===== config.mk =====
export PLATFORM = sky130hd
export DESIGN_NAME = command_line_tokenizer_core_flat
export DESIGN_NICKNAME = d
export VERILOG_FILES = /design/src/hdl/clt_pkg.sv /design/src/hdl/clt_if.sv /design/src/hdl/command_line_tokenizer_core.sv /design/src/flat_wrapper.sv
export SDC_FILE = /design/constraint.sdc
export NUM_CORES = 1
export LEC_CHECK = 0
export ABC_AREA = 1
export BUFFER_PORTS_ARGS = -buffer_cell sky130_fd_sc_hd__buf_2
export CORE_UTILIZATION = 63
export CTS_CLUSTER_SIZE = 30
export DETAILED_ROUTE_END_ITERATION = 10
export PLACE_DENSITY = 0.85
export SLEW_MARGIN = 20
export SYNTH_ARGS = -nofsm -noshare
export SYNTH_HDL_FRONTEND = slang
export SYNTH_SLANG_ARGS = --single-unit

===== constraint.sdc =====
create_clock -name clk -period 6.5 [get_ports clk]
set_input_delay 0.65 -clock clk [delete_from_list [all_inputs] [get_ports clk]]
set_output_delay 0.65 -clock clk [all_outputs]
set_load 0.005 [all_outputs]

===== src/hdl/clt_pkg.sv =====
// Package with the types, character codes and result codes of the command line tokenizer.
package clt_pkg;

  typedef enum logic [9:0] {
    PH_LEAD  = 10'b00_0000_0001,
    PH_COL1  = 10'b00_0000_0010,
    PH_WS1   = 10'b00_0000_0100,
    PH_COL2  = 10'b00_0000_1000,
    PH_WS2   = 10'b00_0001_0000,
    PH_NAME  = 10'b00_0010_0000,
    PH_AFTER = 10'b00_0100_0000,
    PH_ARGS  = 10'b00_1000_0000,
    PH_DONE  = 10'b01_0000_0000,
    PH_BAD   = 10'b10_0000_0000
  } phase_t;

  localparam logic [1:0] KIND_NONE = 2'd0;
  localparam logic [1:0] KIND_NAME = 2'd1;
  localparam logic [1:0] KIND_ARG  = 2'd2;
  localparam logic [1:0] KIND_END  = 2'd3;

  localparam logic [1:0] STATUS_OK       = 2'd0;
  localparam logic [1:0] STATUS_NO_PAREN = 2'd1;
  localparam logic [1:0] STATUS_TOO_LONG = 2'd2;

  localparam logic [7:0] CH_NUL    = 8'h00;
  localparam logic [7:0] CH_TAB    = 8'h09;
  localparam logic [7:0] CH_CR     = 8'h0D;
  localparam logic [7:0] CH_SPACE  = 8'h20;
  localparam logic [7:0] CH_QUOTE  = 8'h22;
  localparam logic [7:0] CH_LPAREN = 8'h28;
  localparam logic [7:0] CH_RPAREN = 8'h29;
  localparam logic [7:0] CH_COMMA  = 8'h2C;

  localparam logic [7:0] POS_MAX = 8'hFF;

  function automatic logic is_ws(input logic [7:0] c);
    return (c == CH_SPACE) || ((c >= CH_TAB) && (c <= CH_CR));
  endfunction

endpackage


===== src/hdl/clt_if.sv =====
// Valid/ready channel interfaces for the text byte input and the token result output.
interface clt_in_if;
  logic       valid;
  logic       ready;
  logic [7:0] text_byte;

  modport source (output valid, output text_byte, input ready);
  modport sink (input valid, input text_byte, output ready);
endinterface

interface clt_out_if;
  logic       valid;
  logic       ready;
  logic [1:0] kind;
  logic [7:0] out_byte;
  logic [7:0] byte_position;
  logic [1:0] status;
  logic [7:0] name_length;
  logic [7:0] args_length;
  logic       has_args;

  modport source (output valid, output kind, output out_byte, output byte_position,
                  output status, output name_length, output args_length,
                  output has_args, input ready);
  modport sink (input valid, input kind, input out_byte, input byte_position,
                input status, input name_length, input args_length,
                input has_args, output ready);
endinterface


===== src/hdl/command_line_tokenizer_core.sv =====
// Top level of the command line tokenizer: byte-wise line parser with a registered result.
//
// The block takes one byte of a text line per request on in_ch; a zero byte ends the line.
// Every accepted byte produces exactly one result request on out_ch: nothing, a name byte,
// an argument byte with its position, or at the terminator a summary with status, name
// length, argument length and the has_args flag.
// The result of a byte is in the output register in the cycle after it is accepted.
// Throughput is one byte per clock while the receiver keeps out_ch.ready high, set by the
// single parse state update that sits between the input handshake and the output register.
// When the receiver stalls, the output register holds its result and in_ch.ready stays
// high only if the waiting result is taken in the same cycle, so no result is lost.
// Reset (rst_n low, synchronous) returns the parser to the leading whitespace phase,
// clears all counters and empties the output register. The parser also returns to that
// state after each terminator, so lines follow one another without gaps.
module command_line_tokenizer_core #(
  parameter int LINE_MAX_CHARS = 256
) (
  input  logic            clk,
  input  logic            rst_n,
  clt_in_if.sink          in_ch,
  clt_out_if.source       out_ch
);

  localparam int CNT_W = $clog2(LINE_MAX_CHARS + 1);
  localparam logic [CNT_W-1:0] LB_FULL = CNT_W'(LINE_MAX_CHARS);
  localparam logic [CNT_W-1:0] LB_LAST = CNT_W'(LINE_MAX_CHARS - 1);

  clt_pkg::phase_t phase_r, phase_nxt;
  logic             in_quote_r, in_quote_nxt;
  logic [7:0]       name_count_r, name_count_nxt;
  logic [7:0]       arg_count_r, arg_count_nxt;
  logic [7:0]       qpos_r, qpos_nxt;
  logic             qseen_r, qseen_nxt;
  logic [CNT_W-1:0] line_bytes_r, line_bytes_nxt;

  logic       out_valid_r, out_valid_nxt;
  logic [1:0] kind_r, kind_nxt;
  logic [7:0] obyte_r, obyte_nxt;
  logic [7:0] pos_r, pos_nxt;
  logic [1:0] status_r, status_nxt;
  logic [7:0] nlen_r, nlen_nxt;
  logic [7:0] alen_r, alen_nxt;
  logic       has_args_r, has_args_nxt;

  logic       acc;
  logic [7:0] c;
  logic       ws;

  assign in_ch.ready = !out_valid_r || out_ch.ready;
  assign acc         = in_ch.valid && in_ch.ready;
  assign c           = in_ch.text_byte;
  assign ws          = clt_pkg::is_ws(c);

  always_comb begin
    phase_nxt      = phase_r;
    in_quote_nxt   = in_quote_r;
    name_count_nxt = name_count_r;
    arg_count_nxt  = arg_count_r;
    qpos_nxt       = qpos_r;
    qseen_nxt      = qseen_r;
    line_bytes_nxt = line_bytes_r;
    kind_nxt       = clt_pkg::KIND_NONE;
    obyte_nxt      = 8'd0;
    pos_nxt        = 8'd0;
    status_nxt     = clt_pkg::STATUS_OK;
    nlen_nxt       = 8'd0;
    alen_nxt       = 8'd0;
    has_args_nxt   = 1'b0;

    if (c == clt_pkg::CH_NUL) begin
      kind_nxt     = clt_pkg::KIND_END;
      has_args_nxt = (phase_r == clt_pkg::PH_ARGS) || (phase_r == clt_pkg::PH_DONE);
      if (line_bytes_r >= LB_FULL) begin
        status_nxt = clt_pkg::STATUS_TOO_LONG;
      end else if ((phase_r == clt_pkg::PH_ARGS) || (phase_r == clt_pkg::PH_BAD)) begin
        status_nxt = clt_pkg::STATUS_NO_PAREN;
      end
      nlen_nxt = name_count_r;
      alen_nxt = ((phase_r == clt_pkg::PH_DONE) && qseen_r) ? qpos_r : arg_count_r;
      phase_nxt      = clt_pkg::PH_LEAD;
      in_quote_nxt   = 1'b0;
      name_count_nxt = 8'd0;
      arg_count_nxt  = 8'd0;
      qpos_nxt       = 8'd0;
      qseen_nxt      = 1'b0;
      line_bytes_nxt = '0;
    end else if (line_bytes_r >= LB_FULL) begin
      line_bytes_nxt = line_bytes_r;
    end else if (line_bytes_r >= LB_LAST) begin
      line_bytes_nxt = LB_FULL;
    end else begin
      line_bytes_nxt = line_bytes_r + CNT_W'(1);
      unique case (phase_r)
        clt_pkg::PH_LEAD: begin
          if (!ws) phase_nxt = clt_pkg::PH_COL1;
        end
        clt_pkg::PH_COL1: begin
          if (ws) phase_nxt = clt_pkg::PH_WS1;
        end
        clt_pkg::PH_WS1: begin
          if (!ws) phase_nxt = clt_pkg::PH_COL2;
        end
        clt_pkg::PH_COL2: begin
          if (ws) phase_nxt = clt_pkg::PH_WS2;
        end
        clt_pkg::PH_WS2, clt_pkg::PH_NAME: begin
          if (ws) begin
            if (phase_r == clt_pkg::PH_NAME) phase_nxt = clt_pkg::PH_AFTER;
          end else if (c == clt_pkg::CH_LPAREN) begin
            phase_nxt = clt_pkg::PH_ARGS;
          end else if (name_count_r == clt_pkg::POS_MAX) begin
            line_bytes_nxt = LB_FULL;
          end else begin
            kind_nxt       = clt_pkg::KIND_NAME;
            obyte_nxt      = c;
            pos_nxt        = name_count_r;
            name_count_nxt = name_count_r + 8'd1;
            phase_nxt      = clt_pkg::PH_NAME;
          end
        end
        clt_pkg::PH_AFTER: begin
          if (c == clt_pkg::CH_LPAREN) begin
            phase_nxt = clt_pkg::PH_ARGS;
          end else if (!ws) begin
            phase_nxt = clt_pkg::PH_BAD;
          end
        end
        clt_pkg::PH_ARGS: begin
          if (c == clt_pkg::CH_RPAREN) begin
            phase_nxt = clt_pkg::PH_DONE;
          end else if ((c == clt_pkg::CH_QUOTE) && !in_quote_r) begin
            in_quote_nxt = 1'b1;
          end else if (arg_count_r == clt_pkg::POS_MAX) begin
            line_bytes_nxt = LB_FULL;
          end else begin
            if (c == clt_pkg::CH_QUOTE) begin
              qpos_nxt  = arg_count_r;
              qseen_nxt = 1'b1;
            end
            kind_nxt      = clt_pkg::KIND_ARG;
            obyte_nxt     = (c == clt_pkg::CH_COMMA) ? clt_pkg::CH_SPACE : c;
            pos_nxt       = arg_count_r;
            arg_count_nxt = arg_count_r + 8'd1;
          end
        end
        default: begin
          phase_nxt = phase_r;
        end
      endcase
    end
  end

  always_comb begin
    out_valid_nxt = out_valid_r;
    if (acc) begin
      out_valid_nxt = 1'b1;
    end else if (out_ch.ready) begin
      out_valid_nxt = 1'b0;
    end
  end

  always_ff @(posedge clk) begin
    if (!rst_n) begin
      phase_r      <= clt_pkg::PH_LEAD;
      in_quote_r   <= 1'b0;
      name_count_r <= 8'd0;
      arg_count_r  <= 8'd0;
      qpos_r       <= 8'd0;
      qseen_r      <= 1'b0;
      line_bytes_r <= '0;
      out_valid_r  <= 1'b0;
    end else begin
      out_valid_r <= out_valid_nxt;
      if (acc) begin
        phase_r      <= phase_nxt;
        in_quote_r   <= in_quote_nxt;
        name_count_r <= name_count_nxt;
        arg_count_r  <= arg_count_nxt;
        qpos_r       <= qpos_nxt;
        qseen_r      <= qseen_nxt;
        line_bytes_r <= line_bytes_nxt;
      end
    end
  end

  always_ff @(posedge clk) begin
    if (acc) begin
      kind_r     <= kind_nxt;
      obyte_r    <= obyte_nxt;
      pos_r      <= pos_nxt;
      status_r   <= status_nxt;
      nlen_r     <= nlen_nxt;
      alen_r     <= alen_nxt;
      has_args_r <= has_args_nxt;
    end
  end

  assign out_ch.valid         = out_valid_r;
  assign out_ch.kind          = kind_r;
  assign out_ch.out_byte      = obyte_r;
  assign out_ch.byte_position = pos_r;
  assign out_ch.status        = status_r;
  assign out_ch.name_length   = nlen_r;
  assign out_ch.args_length   = alen_r;
  assign out_ch.has_args      = has_args_r;

  a_term_clears: assert property (@(posedge clk) disable iff (!rst_n)
    (acc && (c == clt_pkg::CH_NUL)) |=>
      ((phase_r == clt_pkg::PH_LEAD) && (line_bytes_r == '0) && !qseen_r))
    else $error("Parser state not cleared after line terminator.");

  a_lb_bound: assert property (@(posedge clk) disable iff (!rst_n)
    line_bytes_r <= LB_FULL)
    else $error("Line byte counter exceeds its saturation value.");

  a_acc_loads: assert property (@(posedge clk) disable iff (!rst_n)
    acc |=> out_valid_r)
    else $error("Accepted byte did not produce a result.");

  a_status_end: assert property (@(posedge clk) disable iff (!rst_n)
    (out_valid_r && (kind_r != clt_pkg::KIND_END)) |->
      ((status_r == clt_pkg::STATUS_OK) && !has_args_r))
    else $error("Summary fields set on a non-terminator result.");

  a_overflow_quiet: assert property (@(posedge clk) disable iff (!rst_n)
    (acc && (line_bytes_r >= LB_FULL)) |=> (kind_r == clt_pkg::KIND_NONE) ||
      (kind_r == clt_pkg::KIND_END))
    else $error("Byte emitted while the line is in overflow.");

endmodule

===== src/flat_wrapper.sv =====
// flat-port wrapper written by rule: the top's interface ports become plain ports
module command_line_tokenizer_core_flat 
#(
  parameter int LINE_MAX_CHARS = 256
)
  (clk, rst_n, in_ch_valid, in_ch_text_byte, in_ch_ready, out_ch_valid, out_ch_kind, out_ch_out_byte, out_ch_byte_position, out_ch_status, out_ch_name_length, out_ch_args_length, out_ch_has_args, out_ch_ready);
  clt_in_if in_ch_i ();
  clt_out_if out_ch_i ();
  input  logic clk;
  input  logic rst_n;
  input wire logic [$bits(in_ch_i.valid)-1:0] in_ch_valid;
  input wire logic [$bits(in_ch_i.text_byte)-1:0] in_ch_text_byte;
  output wire logic [$bits(in_ch_i.ready)-1:0] in_ch_ready;
  output wire logic [$bits(out_ch_i.valid)-1:0] out_ch_valid;
  output wire logic [$bits(out_ch_i.kind)-1:0] out_ch_kind;
  output wire logic [$bits(out_ch_i.out_byte)-1:0] out_ch_out_byte;
  output wire logic [$bits(out_ch_i.byte_position)-1:0] out_ch_byte_position;
  output wire logic [$bits(out_ch_i.status)-1:0] out_ch_status;
  output wire logic [$bits(out_ch_i.name_length)-1:0] out_ch_name_length;
  output wire logic [$bits(out_ch_i.args_length)-1:0] out_ch_args_length;
  output wire logic [$bits(out_ch_i.has_args)-1:0] out_ch_has_args;
  input wire logic [$bits(out_ch_i.ready)-1:0] out_ch_ready;
  assign in_ch_i.valid = in_ch_valid;
  assign in_ch_i.text_byte = in_ch_text_byte;
  assign in_ch_ready = in_ch_i.ready;
  assign out_ch_valid = out_ch_i.valid;
  assign out_ch_kind = out_ch_i.kind;
  assign out_ch_out_byte = out_ch_i.out_byte;
  assign out_ch_byte_position = out_ch_i.byte_position;
  assign out_ch_status = out_ch_i.status;
  assign out_ch_name_length = out_ch_i.name_length;
  assign out_ch_args_length = out_ch_i.args_length;
  assign out_ch_has_args = out_ch_i.has_args;
  assign out_ch_i.ready = out_ch_ready;
  command_line_tokenizer_core #(.LINE_MAX_CHARS(LINE_MAX_CHARS)) u_core (.clk(clk), .rst_n(rst_n), .in_ch(in_ch_i), .out_ch(out_ch_i));
endmodule

==> flow_results.xml <==
<?xml version="1.0" encoding="UTF-8"?>
<metrics>
  <group name="timing">
    <metric name="hold_viol" unit="">0</metric>
    <metric name="whs" unit="ns">0.466</metric>
    <metric name="worst_pin_slew" unit="ns">0.840</metric>
    <metric name="clock.fmax" unit="MHz">297</metric>
    <metric name="finalSetupViolations" unit="">0</metric>
    <metric name="post-route-min-period" unit="ns">3.37</metric>
    <metric name="grt_setup_unrepaired" unit="">no</metric>
    <metric name="final-max-slew-violation-count" unit="">0</metric>
    <metric name="relSlewSlack" unit="%">43.8</metric>
    <metric name="setup_tns" unit="ns">0</metric>
    <metric name="fin_skew" unit="ns">0.0126</metric>
    <metric name="final.period_utilization" unit="%">51.9</metric>
  </group>
  <group name="detailed_routing">
    <metric name="first_iter_violations" unit="">271</metric>
    <metric name="via_count" unit="">4191</metric>
    <metric name="count_of_unresolved_drc_violations_after_routing" unit="">0</metric>
    <metric name="drtPass1Iterations" unit="">6</metric>
    <metric name="viasPerCell" unit="">5.55</metric>
    <metric name="routedWlPerCell" unit="µm">13.7</metric>
    <metric name="ant_nets" unit="">0</metric>
    <metric name="routed_wl" unit="µm">10300</metric>
  </group>
  <group name="setup_path">
    <metric name="crit_required" unit="ns">6.75</metric>
    <metric name="cp-end-kind" unit="">flip-flop</metric>
    <metric name="setup.worst_path.start_class" unit="">input port</metric>
    <metric name="timing.critical_path.fanout_max" unit="">42</metric>
    <metric name="category_of_the_most_critical_setup_path" unit="">in -&gt; reg</metric>
    <metric name="worstPathArrival" unit="ns">3.62</metric>
  </group>
  <group name="floorplanning">
    <metric name="initial_utilization" unit="%">65.5</metric>
    <metric name="die-width" unit="µm">86.3</metric>
    <metric name="core_area" unit="µm²">6830</metric>
    <metric name="number_of_core_rows" unit="">30</metric>
    <metric name="design.portCount" unit="">51</metric>
    <metric name="die_h" unit="µm">86.3</metric>
    <metric name="dieArea" unit="µm²">7440</metric>
  </group>
  <group name="synth">
    <metric name="ys_seq_area_share" unit="%">45.4</metric>
    <metric name="count_of_mapped_cells_out_of_synthesis" unit="">605</metric>
    <metric name="synth_warnings" unit="">0</metric>
    <metric name="synth_async_sr_flop_share" unit="%">0</metric>
    <metric name="mappedNetlistNets" unit="">622</metric>
    <metric name="number_of_synthesized_flops_with_an_enable_pin" unit="">37</metric>
    <metric name="ys.flop_type" unit="">sky130_fd_sc_hd__dfxtp_1</metric>
    <metric name="ys_ff_latch" unit="">83</metric>
    <metric name="ys_types" unit="">37</metric>
    <metric name="syn_area" unit="µm²">4470</metric>
    <metric name="syn-mean-instance-area" unit="µm²">7.39</metric>
  </group>
  <group name="final_layout">
    <metric name="drive_gt1_share" unit="%">14.9</metric>
    <metric name="layout.filler_cells" unit="">558</metric>
    <metric name="layout.core_utilization" unit="%">73.1</metric>
    <metric name="area.sequential" unit="µm²">2030</metric>
    <metric name="antenna-diode-count" unit="">0</metric>
    <metric name="area_of_the_multi_input_gates" unit="µm²">2120</metric>
    <metric name="nets" unit="">671</metric>
    <metric name="syn_to_final_growth" unit="%">11.6</metric>
  </group>
  <group name="cts">
    <metric name="root_buffer" unit="">sky130_fd_sc_hd__clkbuf_8</metric>
    <metric name="tritoncts" unit="">yes</metric>
    <metric name="htree_num_levels" unit="">3</metric>
    <metric name="post_cts_resize_count" unit="">0</metric>
    <metric name="worst_setup_hold_path_clk_slew" unit="ns">0.09</metric>
    <metric name="tritoncts_num_sinks" unit="">83</metric>
    <metric name="inserted_clock_buffers" unit="">9</metric>
    <metric name="clock_insertion_delay_worst_skew" unit="ns">0.36</metric>
    <metric name="post_cts_setup_buffer_count" unit="">0</metric>
    <metric name="cts-root-to-sink-buffers" unit="">2</metric>
    <metric name="ctsHoldBuffers" unit="">0</metric>
  </group>
  <group name="flow_run">
    <metric name="max_cap_viols" unit="">0</metric>
  </group>
  <group name="grt">
    <metric name="grt.met2_usage" unit="%">50.1</metric>
    <metric name="grt_start_max_net_pins" unit="">43</metric>
    <metric name="routing_usage_on_met1" unit="%">35.2</metric>
    <metric name="met3_usage" unit="%">4.38</metric>
    <metric name="first_pass_grt_wire_length" unit="µm">17100</metric>
    <metric name="grt_most_used_layer" unit="">met2</metric>
    <metric name="antenna_violations_before_repair" unit="">0</metric>
    <metric name="grt_pass1_vias" unit="">3885</metric>
    <metric name="grt_usage" unit="%">29.0</metric>
    <metric name="grt_overflow_total" unit="">0</metric>
  </group>
  <group name="pwr">
    <metric name="areal_power_density_over_the_cells" unit="nW/µm²">241</metric>
    <metric name="power.total" unit="W">0.00120</metric>
    <metric name="worst_ir_drop_vdd" unit="mV">0.162</metric>
    <metric name="reported_leakage_power" unit="nW">2.11</metric>
  </group>
  <group name="worst_hold_path">
    <metric name="min_path_type" unit="">reg -&gt; reg</metric>
  </group>
  <group name="placed_design">
    <metric name="placement.io_buffers" unit="">50</metric>
    <metric name="dp.final_hpwl" unit="µm">7420</metric>
    <metric name="place_congestion" unit="">0.930</metric>
  </group>
  <group name="run_status">
    <metric name="run_status" unit="">completed</metric>
  </group>
</metrics>
[cell usage after synthesis (2+ instances only)]
cell type / instances / area (µm²)
sky130_fd_sc_hd__buf_1: 3 / 11.3
sky130_fd_sc_hd__inv_2: 8 / 30.0
sky130_fd_sc_hd__xor2_1: 11 / 96.3
sky130_fd_sc_hd__a31oi_1: 2 / 12.5
sky130_fd_sc_hd__nor3_4: 2 / 32.5
sky130_fd_sc_hd__a211oi_1: 9 / 67.6
sky130_fd_sc_hd__nand2_2: 8 / 50.1
sky130_fd_sc_hd__nand2_4: 2 / 22.5
sky130_fd_sc_hd__buf_2: 4 / 20.0
sky130_fd_sc_hd__a21oi_1: 33 / 165
sky130_fd_sc_hd__nand4_1: 18 / 113
sky130_fd_sc_hd__o211ai_1: 2 / 15.0
sky130_fd_sc_hd__nor2_2: 8 / 50.1
sky130_fd_sc_hd__inv_1: 61 / 229
sky130_fd_sc_hd__o22ai_1: 8 / 50.1
sky130_fd_sc_hd__edfxtp_1: 37 / 1110
sky130_fd_sc_hd__dfxtp_1: 46 / 921
sky130_fd_sc_hd__ha_1: 5 / 62.6
sky130_fd_sc_hd__nor2_1: 125 / 469
sky130_fd_sc_hd__nand2_1: 120 / 450
sky130_fd_sc_hd__nor3_1: 9 / 45.0
sky130_fd_sc_hd__nor2_4: 2 / 22.5
sky130_fd_sc_hd__clkbuf_1: 5 / 18.8
sky130_fd_sc_hd__nand3_1: 58 / 290
sky130_fd_sc_hd__o21ai_0: 7 / 35.0
[stage by stage]
stage                     worst slack [ns]  std cells  area (µm²)
final                                 3.13        755        4990
after global routing                  2.87        755        4990
after CTS                             3.24        755        4990
after detailed placement              2.88        739        4790
after global placement                3.08        739        4790
after floorplan                       3.65        605        4470
[path summary, 6_finish.rpt]
kind	startpoint	end	slack [ns]	cells past startpoint
worst max-delay path	in_ch_text_byte[1]	u_core.arg_count_r[0]	3.13	13
worst min-delay path	u_core.qpos_r[5]	u_core.qpos_r[5]	0.47	2
worst max register to register	u_core.phase_r[8]	u_core.arg_count_r[0]	3.71	10
worst min register to register	u_core.qpos_r[5]	u_core.qpos_r[5]	0.47	2
[worst max-delay path, stage by stage]
cell and delay, ns:
sky130_fd_sc_hd__buf_2 0.13, sky130_fd_sc_hd__inv_2 0.08, sky130_fd_sc_hd__nand2_2 0.08, sky130_fd_sc_hd__nor2_2 0.12, sky130_fd_sc_hd__nand2_2 0.49, sky130_fd_sc_hd__inv_2 0.60, sky130_fd_sc_hd__nor2_2 0.11, sky130_fd_sc_hd__nor2_4 0.19
sky130_fd_sc_hd__nand3_1 0.12, sky130_fd_sc_hd__nor2_1 0.51, sky130_fd_sc_hd__inv_1 0.24, sky130_fd_sc_hd__a21oi_1 0.21, sky130_fd_sc_hd__nor2_1 0.07
[sequential cells by signal, indices dropped and copies added, names as in the netlist, 2 cells and up]
name,count
u_core.out_ch.args_length,8
u_core.out_ch.status,2
u_core.line_bytes_r,9
u_core.phase_r,10
u_core.arg_count_r,8
u_core.out_ch.name_length,8
u_core.out_ch.out_byte,8
u_core.out_ch.byte_position,8
u_core.qpos_r,8
u_core.name_count_r,8
u_core.out_ch.kind,2
[cell type report]
cell class              instances  share of cell area [%]
well taps                      96                    2.41
clock inverters                 6                    1.43
multi-input cells             439                    42.5
flip-flops and latches         83                    40.7
inverters                      70                    5.26
repair buffers                 51                    5.16
clock buffers                  10                    2.56
[layout by cell type (no fill, tap or decap), types with 2 or more instances in the layout]
cell and instances:
sky130_fd_sc_hd__nand4_1 18, sky130_fd_sc_hd__nand2_1 120, sky130_fd_sc_hd__nand3_1 58, sky130_fd_sc_hd__a31oi_1 2
sky130_fd_sc_hd__nand2_2 8, sky130_fd_sc_hd__a211oi_1 9, sky130_fd_sc_hd__nor3_1 9, sky130_fd_sc_hd__o211ai_1 2
sky130_fd_sc_hd__clkbuf_8 9, sky130_fd_sc_hd__inv_1 61, sky130_fd_sc_hd__inv_2 8, sky130_fd_sc_hd__nor2_4 2
sky130_fd_sc_hd__nor2_1 125, sky130_fd_sc_hd__a21oi_1 33, sky130_fd_sc_hd__nor3_4 2, sky130_fd_sc_hd__nor2_2 8
sky130_fd_sc_hd__xor2_1 11, sky130_fd_sc_hd__dfxtp_1 46, sky130_fd_sc_hd__buf_2 50, sky130_fd_sc_hd__inv_6 2
sky130_fd_sc_hd__clkinv_4 2, sky130_fd_sc_hd__nand2_4 2, sky130_fd_sc_hd__o22ai_1 8, sky130_fd_sc_hd__o21ai_0 7
sky130_fd_sc_hd__edfxtp_1 37, sky130_fd_sc_hd__ha_1 5
[per-layer routing]
| layer | up-vias | wire (µm) |
|---|---|---|
| li1 | 2084 | - |
| met1 | 1915 | 4290 |
| met2 | 160 | 5130 |
| met3 | 32 | 592 |
| met4 | 0 | 305 |
| met5 | - | 0 |
[report_power, final]
group	leakage, nW	switching [W]	internal [W]
Sequential	0.748	0.0000192	0.000570
Combinational	1.26	0.000160	0.0000743
Clock	0.102	0.000198	0.000182
Total	2.11	0.000378	0.000826
[kinds of logic (layout without fill, tap and decap cells)]
| group | Yosys count | count (layout) | synth area share (%) |
|---|---|---|---|
| flops | 83 | 83 | 45.4 |
| fa+ha+maj | 5 | 5 | 1.40 |
| compound gates | 63 | 63 | 8.00 |
| xor+xnor | 12 | 12 | 2.35 |
| buf+inv | 83 | 137 | 7.16 |
| simple gates | 359 | 359 | 35.7 |
(Power assumes the default switching activity.)
